<file path="src/hdl/sawin_pkg.sv">
// Package for the selective-ack retransmit window: types, codes and widths.
`default_nettype none
package sawin_pkg;

    localparam int MAX_WINDOW_DEF = 32;
    localparam int ACK_SPAN       = 32;
    localparam int MASK_W         = ACK_SPAN + 1;
    localparam int IDX_W          = 6;

    // request codes
    localparam logic [1:0] REQ_SEND    = 2'd0;
    localparam logic [1:0] REQ_ACK     = 2'd1;
    localparam logic [1:0] REQ_COLLECT = 2'd2;

    // result status codes
    localparam logic [2:0] ST_SENT = 3'd0;
    localparam logic [2:0] ST_FULL = 3'd1;
    localparam logic [2:0] ST_ACK  = 3'd2;
    localparam logic [2:0] ST_RETX = 3'd3;
    localparam logic [2:0] ST_NONE = 3'd4;

    // configuration register indexes
    localparam logic CFG_WINDOW_LIMIT = 1'b0;
    localparam logic CFG_INTERVAL     = 1'b1;

    // operations broadcast to the cell row
    localparam logic [2:0] OP_HOLD  = 3'd0;
    localparam logic [2:0] OP_WRITE = 3'd1;
    localparam logic [2:0] OP_MATCH = 3'd2;
    localparam logic [2:0] OP_WALK  = 3'd3;
    localparam logic [2:0] OP_SHIFT = 3'd4;
    localparam logic [2:0] OP_DUE   = 3'd5;
    localparam logic [2:0] OP_EMIT  = 3'd6;

    typedef struct packed {
        logic [1:0]  req_type;
        logic [63:0] tick;
        logic [15:0] payload_handle;
        logic [15:0] ack_sequence;
        logic [31:0] ack_bits;
    } in_item_t;

    typedef struct packed {
        logic [2:0]  status;
        logic [15:0] sequence_res;
        logic [15:0] out_handle;
        logic        last;
    } out_item_t;

    typedef struct packed {
        logic [15:0] seq;
        logic [63:0] tick;
        logic [15:0] handle;
    } entry_t;

    typedef struct packed {
        logic [2:0]        op;
        logic [63:0]       tick;
        logic [15:0]       handle;
        logic [15:0]       seq;
        logic [15:0]       ack_seq;
        logic [31:0]       ack_bits;
        logic [31:0]       interval;
        logic [MASK_W-1:0] mask;
    } cell_ctrl_t;

endpackage
`default_nettype wire

</file>
<file path="src/hdl/sawin_cell.sv">
// One cell of the in-flight row: holds one entry plus ack and due flags.
`default_nettype none
module sawin_cell
(
    input  wire logic                      clk,
    input  wire logic                      rst_n,
    input  wire sawin_pkg::cell_ctrl_t     ctrl,
    input  wire logic                      occ,
    input  wire logic                      wsel,
    input  wire sawin_pkg::entry_t         up_entry,
    input  wire logic                      up_kill,
    input  wire logic                      kill_below_in,
    input  wire logic                      due_below_in,
    input  wire logic                      tok_in,
    output sawin_pkg::entry_t              entry,
    output logic                           kill,
    output logic                           kill_below_out,
    output logic                           due_below_out,
    output logic                           tok_out,
    output logic                           emit_sel,
    output logic                           due_more,
    output logic [sawin_pkg::MASK_W-1:0]   claim
);

    sawin_pkg::entry_t                entry_reg;
    logic                             hit_reg, kill_reg, due_reg, tok_reg;
    logic [sawin_pkg::IDX_W-1:0]      idx_reg;

    logic [15:0]                      seq_gap, seq_gap_m1;
    logic                             hit_now;
    logic [sawin_pkg::IDX_W-1:0]      idx_now;
    logic [63:0]                      age;
    logic                             due_now;
    logic                             take;

    always_comb
    begin
        seq_gap    = ctrl.ack_seq - entry_reg.seq;
        seq_gap_m1 = seq_gap - 16'd1;
        if (seq_gap == 16'd0)
        begin
            hit_now = occ;
            idx_now = '0;
        end
        else
        begin
            hit_now = occ && (seq_gap_m1 < 16'd32) && ctrl.ack_bits[seq_gap_m1[4:0]];
            idx_now = sawin_pkg::IDX_W'(seq_gap_m1[4:0]) + 1'b1;
        end
        age     = ctrl.tick - entry_reg.tick;
        due_now = occ && (ctrl.tick >= entry_reg.tick) && (age >= {32'd0, ctrl.interval});
        take    = kill_below_in || kill_reg;
        // claim the handled sequence if no older entry has taken it yet
        if (tok_reg && hit_reg && !ctrl.mask[idx_reg])
            claim = sawin_pkg::MASK_W'(1) << idx_reg;
        else
            claim = '0;
    end

    assign entry          = entry_reg;
    assign kill           = kill_reg;
    assign kill_below_out = kill_below_in || (kill_reg && occ);
    assign due_below_out  = due_below_in || due_reg;
    assign tok_out        = tok_reg;
    assign emit_sel       = due_reg && !due_below_in;
    assign due_more       = due_reg && due_below_in;

    always_ff @(posedge clk or negedge rst_n)
    begin
        if (!rst_n)
        begin
            hit_reg  <= 1'b0;
            kill_reg <= 1'b0;
            due_reg  <= 1'b0;
            tok_reg  <= 1'b0;
            idx_reg  <= '0;
        end
        else
        begin
            case (ctrl.op)
                sawin_pkg::OP_MATCH:
                begin
                    hit_reg  <= hit_now;
                    idx_reg  <= idx_now;
                    kill_reg <= 1'b0;
                    tok_reg  <= tok_in;
                end
                sawin_pkg::OP_WALK:
                begin
                    tok_reg <= tok_in;
                    if (claim != '0)
                        kill_reg <= 1'b1;
                end
                sawin_pkg::OP_SHIFT:
                begin
                    if (take)
                        kill_reg <= up_kill;
                end
                sawin_pkg::OP_DUE:
                    due_reg <= due_now;
                sawin_pkg::OP_EMIT:
                begin
                    if (emit_sel)
                        due_reg <= 1'b0;
                end
                default:
                    tok_reg <= 1'b0;
            endcase
        end
    end

    // entry payload, no reset
    always_ff @(posedge clk)
    begin
        case (ctrl.op)
            sawin_pkg::OP_WRITE:
            begin
                if (wsel)
                begin
                    entry_reg.seq    <= ctrl.seq;
                    entry_reg.tick   <= ctrl.tick;
                    entry_reg.handle <= ctrl.handle;
                end
            end
            sawin_pkg::OP_SHIFT:
            begin
                if (take)
                    entry_reg <= up_entry;
            end
            sawin_pkg::OP_EMIT:
            begin
                if (emit_sel)
                    entry_reg.tick <= ctrl.tick;
            end
            default:
                entry_reg <= entry_reg;
        endcase
    end

endmodule
`default_nettype wire
</file>
<file path="config.mk">
export PLATFORM = sky130hd
export DESIGN_NAME = sawin_cell
export DESIGN_NICKNAME = d
export VERILOG_FILES = /design/src/hdl/sawin_pkg.sv /design/src/hdl/sawin_cell.sv
export SDC_FILE = /design/constraint.sdc
export NUM_CORES = 1
export LEC_CHECK = 0
export BUFFER_PORTS_ARGS = -buffer_cell sky130_fd_sc_hd__buf_2
export CAP_MARGIN = 10
export CORE_MARGIN = 10
export CORE_UTILIZATION = 45
export DETAILED_ROUTE_END_ITERATION = 10
export GPL_TIMING_DRIVEN = 1
export PLACE_DENSITY_LB_ADDON = 0.3
export REMOVE_ABC_BUFFERS = 1
export SYNTH_ARGS = -nofsm -noshare
export SYNTH_HDL_FRONTEND = slang
export SYNTH_SLANG_ARGS = --single-unit
</file>
<file path="constraint.sdc">
create_clock -name clk -period 5.4 [get_ports clk]
set_clock_uncertainty 0.2 [all_clocks]
set_input_delay 0.81 -clock clk [delete_from_list [all_inputs] [get_ports clk]]
set_output_delay 0.81 -clock clk [all_outputs]
set_load 0.01 [all_outputs]
</file>
==> results of run 1 <==
[per-stage QoR]
step           util (%)  power, uW
2_1_floorplan         -       1830
3_3_place_gp       56.8       2240
3_5_place_dp       56.8       2260
4_1_cts            57.9       2970
5_1_grt            58.1       3150
6_report           58.1       2960
[cells in the mapped netlist (all sizes together) (10+ instances only)]
library cell	number	share of area, %
nand3	27	1.2
o21bai	10	0.65
a21oi	125	5.6
o211ai	12	0.78
mux2i	11	0.96
a31oi	15	0.82
nor2b	15	0.82
nor3	28	1.3
ha	112	12
or3	11	0.60
nor4	14	0.76
a211oi	13	0.85
clkbuf	43	1.4
nor2	128	4.2
o21a	18	1.2
mux4	17	3.3
nand4	36	2.0
xnor2	32	2.4
edfxtp	96	25
nand2	114	3.7
a21o	13	0.85
o21ai	80	3.5
mux2	96	9.4
inv	130	4.2
xor2	26	2.0
dfrtp	10	2.2
nand2b	13	0.71
[worst max-delay path by stage]
| stage | startpoint | slack (ps) | depth (start not counted) | to |
|---|---|---|---|---|
| 6_report | ctrl[152] | 420 | 21 | due_reg |
| 5_1_grt | ctrl[145] | 20 | 23 | due_reg |
| 3_5_place_dp | ctrl[145] | -170 | 23 | due_reg |
| 3_3_place_gp | ctrl[145] | -30 | 21 | due_reg |
| 4_1_cts | ctrl[145] | 210 | 23 | due_reg |
| 2_1_floorplan | ctrl[211] | -840 | 3 | entry[0] |
[cell type report]
type | instances | area, sq um | share of cell area, %
antenna | 8 | 20.0 | 0.137
clock buffer | 9 | 225 | 1.54
sequential | 106 | 3130 | 21.4
clock inverter | 7 | 62.6 | 0.427
multi-input combinational | 1065 | 7720 | 52.8
timing repair buffer | 492 | 2570 | 17.5
inverter | 130 | 488 | 3.33
tap | 330 | 413 | 2.82
[cell families (layout without fill, tap and decap cells)]
kind of cell / after synthesis / in the layout
AOI/OAI and AO/OA: 338 / 338
xor gates and xnor gates: 59 / 59
adders and majority gates: 114 / 114
buffers and inverters: 180 / 638
DFF: 106 / 106
muxes: 124 / 124
other: 0 / 8
and+or+nand+nor: 430 / 430
[timing repair]
item	4_1_cts	5_1_grt
gates resized for setup	0	4
setup endpoints to repair	0	1
hold buffers	0	0
[layer usage]
layer  track usage (%)  part of all wire, %
met5                 0                0.069
met4              7.38                  2.3
met3              5.52                  7.0
met2              48.8                   51
met1              30.6                   39
[critical path, cell delays in order]
cell                       delay [ps]
sky130_fd_sc_hd__buf_2            110
sky130_fd_sc_hd__ha_1             350
sky130_fd_sc_hd__a21oi_1          360
sky130_fd_sc_hd__nor3_1           110
sky130_fd_sc_hd__nor4_1           340
sky130_fd_sc_hd__a21oi_1          150
sky130_fd_sc_hd__nor2_1           220
sky130_fd_sc_hd__o21bai_1         140
sky130_fd_sc_hd__a21oi_1          190
sky130_fd_sc_hd__xnor2_1          160
sky130_fd_sc_hd__ha_1             270
sky130_fd_sc_hd__nand4_1          110
sky130_fd_sc_hd__nor3_1            70
sky130_fd_sc_hd__a22o_1           230
sky130_fd_sc_hd__nor4_2           210
sky130_fd_sc_hd__nand4_1          120
sky130_fd_sc_hd__or4_1            510
sky130_fd_sc_hd__nor4_2           160
sky130_fd_sc_hd__nand4_1          130
sky130_fd_sc_hd__nor4_2           180
sky130_fd_sc_hd__a21oi_1          100
[power by group through the flow]
stage | registers, uW | logic [uW] | clock network, uW
final | 1010 | 1250 | 702
after global routing | 1020 | 1390 | 747
after CTS | 1010 | 1240 | 717
after detailed placement | 1030 | 1230 | 0
after global placement | 1030 | 1210 | 0
after floorplan | 1040 | 787 | 0
==> results.md, run 1 <==
Yosys:
- The area share of and/or/nand/nor cells after synthesis is 17.9%.
- The count of distinct cell types in the synthesized netlist is 74.
- The fraction of synthesis flops using an asynchronous set or reset pin is 9.43%.
- The synthesized netlist devotes 12.5% of its cell area to adder and majority cells.
- After synthesis the cells add up to 0.0115 sq mm.
- The flip-flop cell with the highest count after synthesis is sky130_fd_sc_hd__edfxtp_1.
- The number of warnings reported in the yosys synthesis log is 0.
- The synthesized netlist devotes 4.61% of its cell area to XOR and XNOR gates.
- After synthesis, flip-flops and latches occupy 27.2% of the total area.
- The largest family of logic cells by synthesized area is compound AO/OA/AOI/OAI gates.
- The mean instance size in the synthesized netlist is 8.52 sq um.
- The synthesized netlist devotes 18.0% of its cell area to compound gates.
- The synthesized design contains 96 enable-type register cells.
- The synthesized flop and latch total is 106.
- Counting every instance in the synthesized netlist gives 1,351.
- The share of synthesized area spent on multiplexers is 13.7%.

Global route:
- The number of antenna violations at the first check in global routing is 19.
- The residual overflow from global routing is 0.
- The via count of the first global-routing pass is 12,300.
- The first global-routing pass estimated 69,800 microns of wire.
- The global-route usage over all layers is 26.6%.
- Entering global routing, the biggest net connects 59 pins.

STA:
- Timing would allow up to 201 MHz.
- At the pin with the least slew margin, the transition time is 1070 ps.
- Setup repair after global routing left no endpoint under its margin.
- The setup total negative slack is 0 ps.
- The worst path needs 4980 ps of the cycle, external delays included.
- The final hold violation count is 0.
- The relative max-transition margin is 28.8%.
- The total of endpoints with negative setup slack in the final report is 0.
- The final critical path takes up 92.2% of the cycle.
- The max-slew violation count is 0.
- On the final layout, the worst hold slack is 92.3 ps.
- In the post-route analysis, the smallest setup slack over all paths is 423 ps.

CTS:
- The later-pin clock latency in the skew report is 370 ps.
- Clock-pin slew was measured on the worst setup and hold paths at 90 ps.
- The cell sitting at the root of the clock tree is a sky130_fd_sc_hd__clkbuf_16.
- The H-tree was split into 3 levels.
- In this run the post-CTS setup repair buffer count came out at 0.
- The clock net in this run drives a total of 106 sinks.
- The TritonCTS buffer count is 9.
- TritonCTS built the clock tree.
- The maximum count of clock buffers along a single path is 2.

Placed design:
- The final weighted congestion in routability-driven placement is 0.982.
- Once detailed placement completed, the half-perimeter wirelength came to 38,500 microns.
- After detailed placement, the total cell area comes to 0.0143 sq mm.
- Buffers placed on the I/O ports in this run total 450.
- The worst slack at placement is -172 ps.
- Counting tap cells, the placed design contains a total of 2,123 instances.

Pwr:
- The internal power of the cells totals 1850 uW.
- In this run the power density over the cells is 202 mW/mm^2.
- The sequential fraction of design power is 34.2%.
- Net switching is 37.7% of the power.
- The reported net switching power is 1120 uW.
- The clock group share of total power is 23.7%.
- The maximum resistive drop on vdd is 0.135 mV.
- The share of total power dissipated in combinational logic is 42.1%.
- In this run the static leakage power is 0.00677 uW.

Worst setup path:
- STA puts the critical path data required time at 5450 ps.
- Data arrives at the worst endpoint at 5030 ps.
- In this run the worst path has a maximum fanout of 5.
- For flop-to-flop paths, the worst setup slack is 610 ps.
- STA classifies the critical path endpoint as a flip-flop.
- The type of the setup path with the least slack is in2reg.
- STA classifies the critical path startpoint as a primary input.
- The worst register-to-register path begins at entry[23].
- The worst reg-to-reg path cell count is 21.
- The end of the worst register-to-register path is due_reg.

Final layout:
- The final cell count without fillers is 2,147.
- The number of flip-flops under the largest register name is 96.
- The number of nets in the final layout is 2,234.
- The filler cell count in the final layout is 2,369.
- The synthesis-to-layout area growth is 27.2%.
- The library cells used most frequently in the layout, excluding fill and tap cells, are 450 x sky130_fd_sc_hd__buf_2, 130 x sky130_fd_sc_hd__inv_1, 128 x sky130_fd_sc_hd__nor2_1.
- The commonest non-fill, non-tap cell in the layout is sky130_fd_sc_hd__buf_2.
- Of the cells placed in the final design, the portion with a size suffix greater than 1 is 35.7%.
- The cell area after layout is 0.0146 sq mm.

Floorplan:
- The area of the die is 0.0324 sq mm.
- The cell row count is 58.
- For this design the top-level I/O count stands at 451.
- The core region is 0.0252 sq mm.
- The die span in y is 180 microns.
- The die is 180 microns wide.
- The initial core utilization is 45.7%.

Min path:
- The kind of path behind the tightest hold check is in2async.

Route:
- The detailed-router iteration count before antenna repair is 5.
- The vias per cell is 5.71.
- In this run, the number of DRC markers left after iteration 0 of detailed routing was 982.
- Across all layers, the routed design uses 12,300 vias.
- After detailed routing, the total wire length is 45,100 microns.
- Dividing the detail-routed wire length by the instance count gives 21.0 microns.
- In this run the remaining antenna-violating nets after routing total 0.
- The remaining design rule violation count is 0.

Run:
- Max-cap violations in this run came to 0.

Status:
- The run finished with clean final reports.
Note: power is estimated with default switching activity, not from simulation.
==> run 2, diff against run 1 <==
Settings changed: CTS_CLUSTER_DIAMETER from default to 200.
Clock period 5.4 ns to 4.3 ns, I/O delays scaled along.
==> run 2 against run 1 <==
- the flow now finishes with violations (setup timing)
- largest power group unchanged
- clock-buffer cell count is the same
- global-route usage increased by 1.0 points
- final cell count increased by 7.7%
- critical path type is now reg2reg
- non-clock buffer count up 156
- combinational power is 43% higher
- first-iteration DRC count shrank 2.9%
- die area unchanged
- final area increased by 9.9%
- register-to-register slack worse by 1100 ps
- clock power grew 29%
- sequential share of layout area down 1.9 points
==> results.md, run 2 (synthesis gave the netlist of run 1 again) <==
Route:
- For this run, design rule violations remaining after detail routing come to 0.
- The detailed-router iteration count before antenna repair is 5.
- The number of antenna-violating nets in the routed design is 0.
- Dividing the detail-routed wire length by the instance count gives 20.4 microns.
- The via count of the routed design is 12,800.
- For this block, the routed nets add up to 47,200 microns of wire.
- The first-iteration detailed-routing DRC count is 954.
- Using the TritonRoute via totals, the vias-per-cell ratio works out to 5.55.

Floorplan:
- During I/O placement, the number of pins put on the boundary was 451.
- The core box area is 0.0252 sq mm.
- The floorplan step set the die width to 180 microns.
- The cell row count is 58.
- The area of the die is 0.0324 sq mm.
- The initial core utilization is 45.7%.
- In this run the vertical extent of the chip is 180 microns.

Worst setup path:
- STA classifies the critical path startpoint as a flip-flop.
- The critical path is of the reg2reg type.
- In this run the worst path has a maximum fanout of 3.
- At the worst endpoint, the required time is 4360 ps.
- The endpoint arrival time on the critical path is 4890 ps.
- STA classifies the critical path endpoint as a flip-flop.

Final layout:
- Leaving out fill and tap cells, the most frequent cell in the layout is sky130_fd_sc_hd__buf_2.
- The register with the most flip-flops in the layout has 96 of them.
- The synthesis-to-layout area growth is 39.8%.
- In the layout the commonest cells are 450 x sky130_fd_sc_hd__buf_2, 196 x sky130_fd_sc_hd__buf_4, 128 x sky130_fd_sc_hd__inv_1.
- The net count of the finished layout is 2,390.
- The fraction of layout cells with a size suffix above 1 is 42.6%.
- The filler cell count in the final layout is 2,199.
- The core utilization of the finished layout is 63.9%.

Placed design:
- At the placement stage, the worst setup path has a slack of -1260 ps.
- Routability-driven placement finished with a final weighted congestion of 0.988.
- Detailed placement finished with a half-perimeter wire length of 39,700 microns.
- The count of buffers from port buffering is 450.

STA:
- The ratio of final minimum period to clock period is 112%.
- The relative max-transition margin is 22.1%.
- After layout, the minimum clock period comes to 4820 ps.
- The max-slew violation count is 0.
- For the pin with the worst max-slew slack, the measured transition is 1170 ps.
- Final hold analysis gives a worst-case slack of 294 ps.
- Derived from the worst setup path, the maximum achievable clock frequency is 207 MHz.
- The setup slack of the critical path after layout is -523 ps.
- The total of endpoints with negative setup slack in the final report is 1.
- The final hold violation count is 0.
- Setup repair after global routing could not meet its margin everywhere.

CTS:
- The later pin in the worst-skew pair is clocked with a latency of 370 ps.
- The number of levels the H-tree was split into is 3.
- Counting the buffers created by CTS gives 9.
- CTS saw 106 sinks.
- Clock-pin slew was measured on the worst setup and hold paths at 100 ps.
- The TritonCTS clock tree is done.
- The maximum count of clock buffers along a single path is 2.
- The buffer cell driving the clock tree root is sky130_fd_sc_hd__clkbuf_16.

Pwr:
- The power density over cell area is 247 mW/mm^2.
- Summed over all cells, the static leakage comes to 0.00755 uW.
- The clock group share of total power is 22.8%.
- The maximum resistive drop on vdd is 0.185 mV.
- The reported net switching power is 1490 uW.
- The internal power of the cells totals 2480 uW.
- Of the total power, combinational logic draws 45.2%.
- In this run switching power makes up 37.4% of total power.
- The sequential fraction of design power is 32.0%.

Global route:
- The largest net degree at the start of global routing is 57.
- The via count of the first global-routing pass is 13,300.
- The global-route usage over all layers is 27.6%.
- The number of antenna violations at the first check in global routing is 22.
- The residual overflow from global routing is 0.
- The first global-routing pass estimated 72,400 microns of wire.

Status:
- The flow ran to the end, but the final reports show violations.
- The final reports fail on setup timing.

Min path:
- The min-delay analysis places its worst path in the category reg2reg.

Run:
- Across the run, the number of max-cap violations was 0.
-- run 2: cell types whose count changed in the layout (fill, tap and decap cells not counted), moves of 5 or more --
cell                      previous run  this run
sky130_fd_sc_hd__buf_4              42       196
sky130_fd_sc_hd__diode_2             8        18
sky130_fd_sc_hd__a21oi_1           121       113
sky130_fd_sc_hd__ha_1              112       104
sky130_fd_sc_hd__ha_4                0         6
sky130_fd_sc_hd__o21ai_0            75        69
sky130_fd_sc_hd__a21oi_2             2         7
sky130_fd_sc_hd__o21ai_1             5        10
-- run 2: path summary, 6_finish.rpt --
check	startpoint	end	slack (ps)	cells after the start
min reg2reg	hit_reg	hit_reg	290	2
max in group asynchronous	rst_n	idx_reg[0]	3170	2
max reg2reg	entry[17]	due_reg	-520	21
max	entry[17]	due_reg	-520	21
min	hit_reg	hit_reg	290	2
min in group asynchronous	rst_n	due_reg	490	2
-- run 2: power groups by stage --
stage	clock network, uW	logic (uW)	registers [uW]
after floorplan	0	989	1300
after global placement	0	1680	1290
after detailed placement	0	1700	1290
after CTS	920	1750	1270
after global routing	956	1970	1280
final	906	1790	1270
-- run 2: what timing repair did --
action                                 in CTS  in global routing
hold buffers                                1                  0
setup buffers                               4                  7
endpoints found under the hold margin      10                  0
setup endpoints to repair                   1                  9
pin swaps                                  21                 27
resized for setup                          31                 25
-- run 2: critical path, stage by stage, from the launching register on --
cell	delay, ps
sky130_fd_sc_hd__edfxtp_1	390
sky130_fd_sc_hd__inv_1	70
sky130_fd_sc_hd__ha_1	230
sky130_fd_sc_hd__nor2b_1	160
sky130_fd_sc_hd__o21ba_2	240
sky130_fd_sc_hd__or2_2	320
sky130_fd_sc_hd__and2_4	170
sky130_fd_sc_hd__o21a_1	180
sky130_fd_sc_hd__nor2_2	100
sky130_fd_sc_hd__xnor2_1	130
sky130_fd_sc_hd__ha_1	290
sky130_fd_sc_hd__a21oi_2	140
sky130_fd_sc_hd__a21oi_1	100
sky130_fd_sc_hd__a2111oi_2	220
sky130_fd_sc_hd__buf_4	160
sky130_fd_sc_hd__o211ai_1	170
sky130_fd_sc_hd__a32o_1	260
sky130_fd_sc_hd__or4_4	490
sky130_fd_sc_hd__nor4_4	140
sky130_fd_sc_hd__nand4_1	140
sky130_fd_sc_hd__nor4_2	310
sky130_fd_sc_hd__a21oi_1	100
-- run 2: per-layer routing --
metal,part of all wire (%),vias up,track usage [%]
li1,-,6193,-
met5,0.098,-,0
met1,39,6059,30.9
met3,7.5,78,7.15
met4,3.7,6,14.1
met2,50,511,47.6
-- run 2: final cells by class --
cell class | count | area [sq um] | share of cell area, %
timing repair buffer | 648 | 3750 | 23.3
inverter | 130 | 488 | 3.03
antenna | 18 | 45.0 | 0.280
clock buffer | 9 | 225 | 1.40
sequential | 106 | 3130 | 19.5
multi-input combinational | 1065 | 7950 | 49.4
tap | 330 | 413 | 2.57
clock inverter | 7 | 83.8 | 0.521
-- run 2: through the flow --
stage / power (uW) / TNS, ps / std cells / cell area, sq um
after floorplan: 2290 / -170050 / 1301 / 11300
after global placement: 2970 / -1050 / 2267 / 15400
after detailed placement: 3000 / -1260 / 2267 / 15400
after CTS: 3930 / -420 / 2288 / 15900
after global routing: 4210 / -743 / 2312 / 16100
final: 3970 / -523 / 2313 / 16100
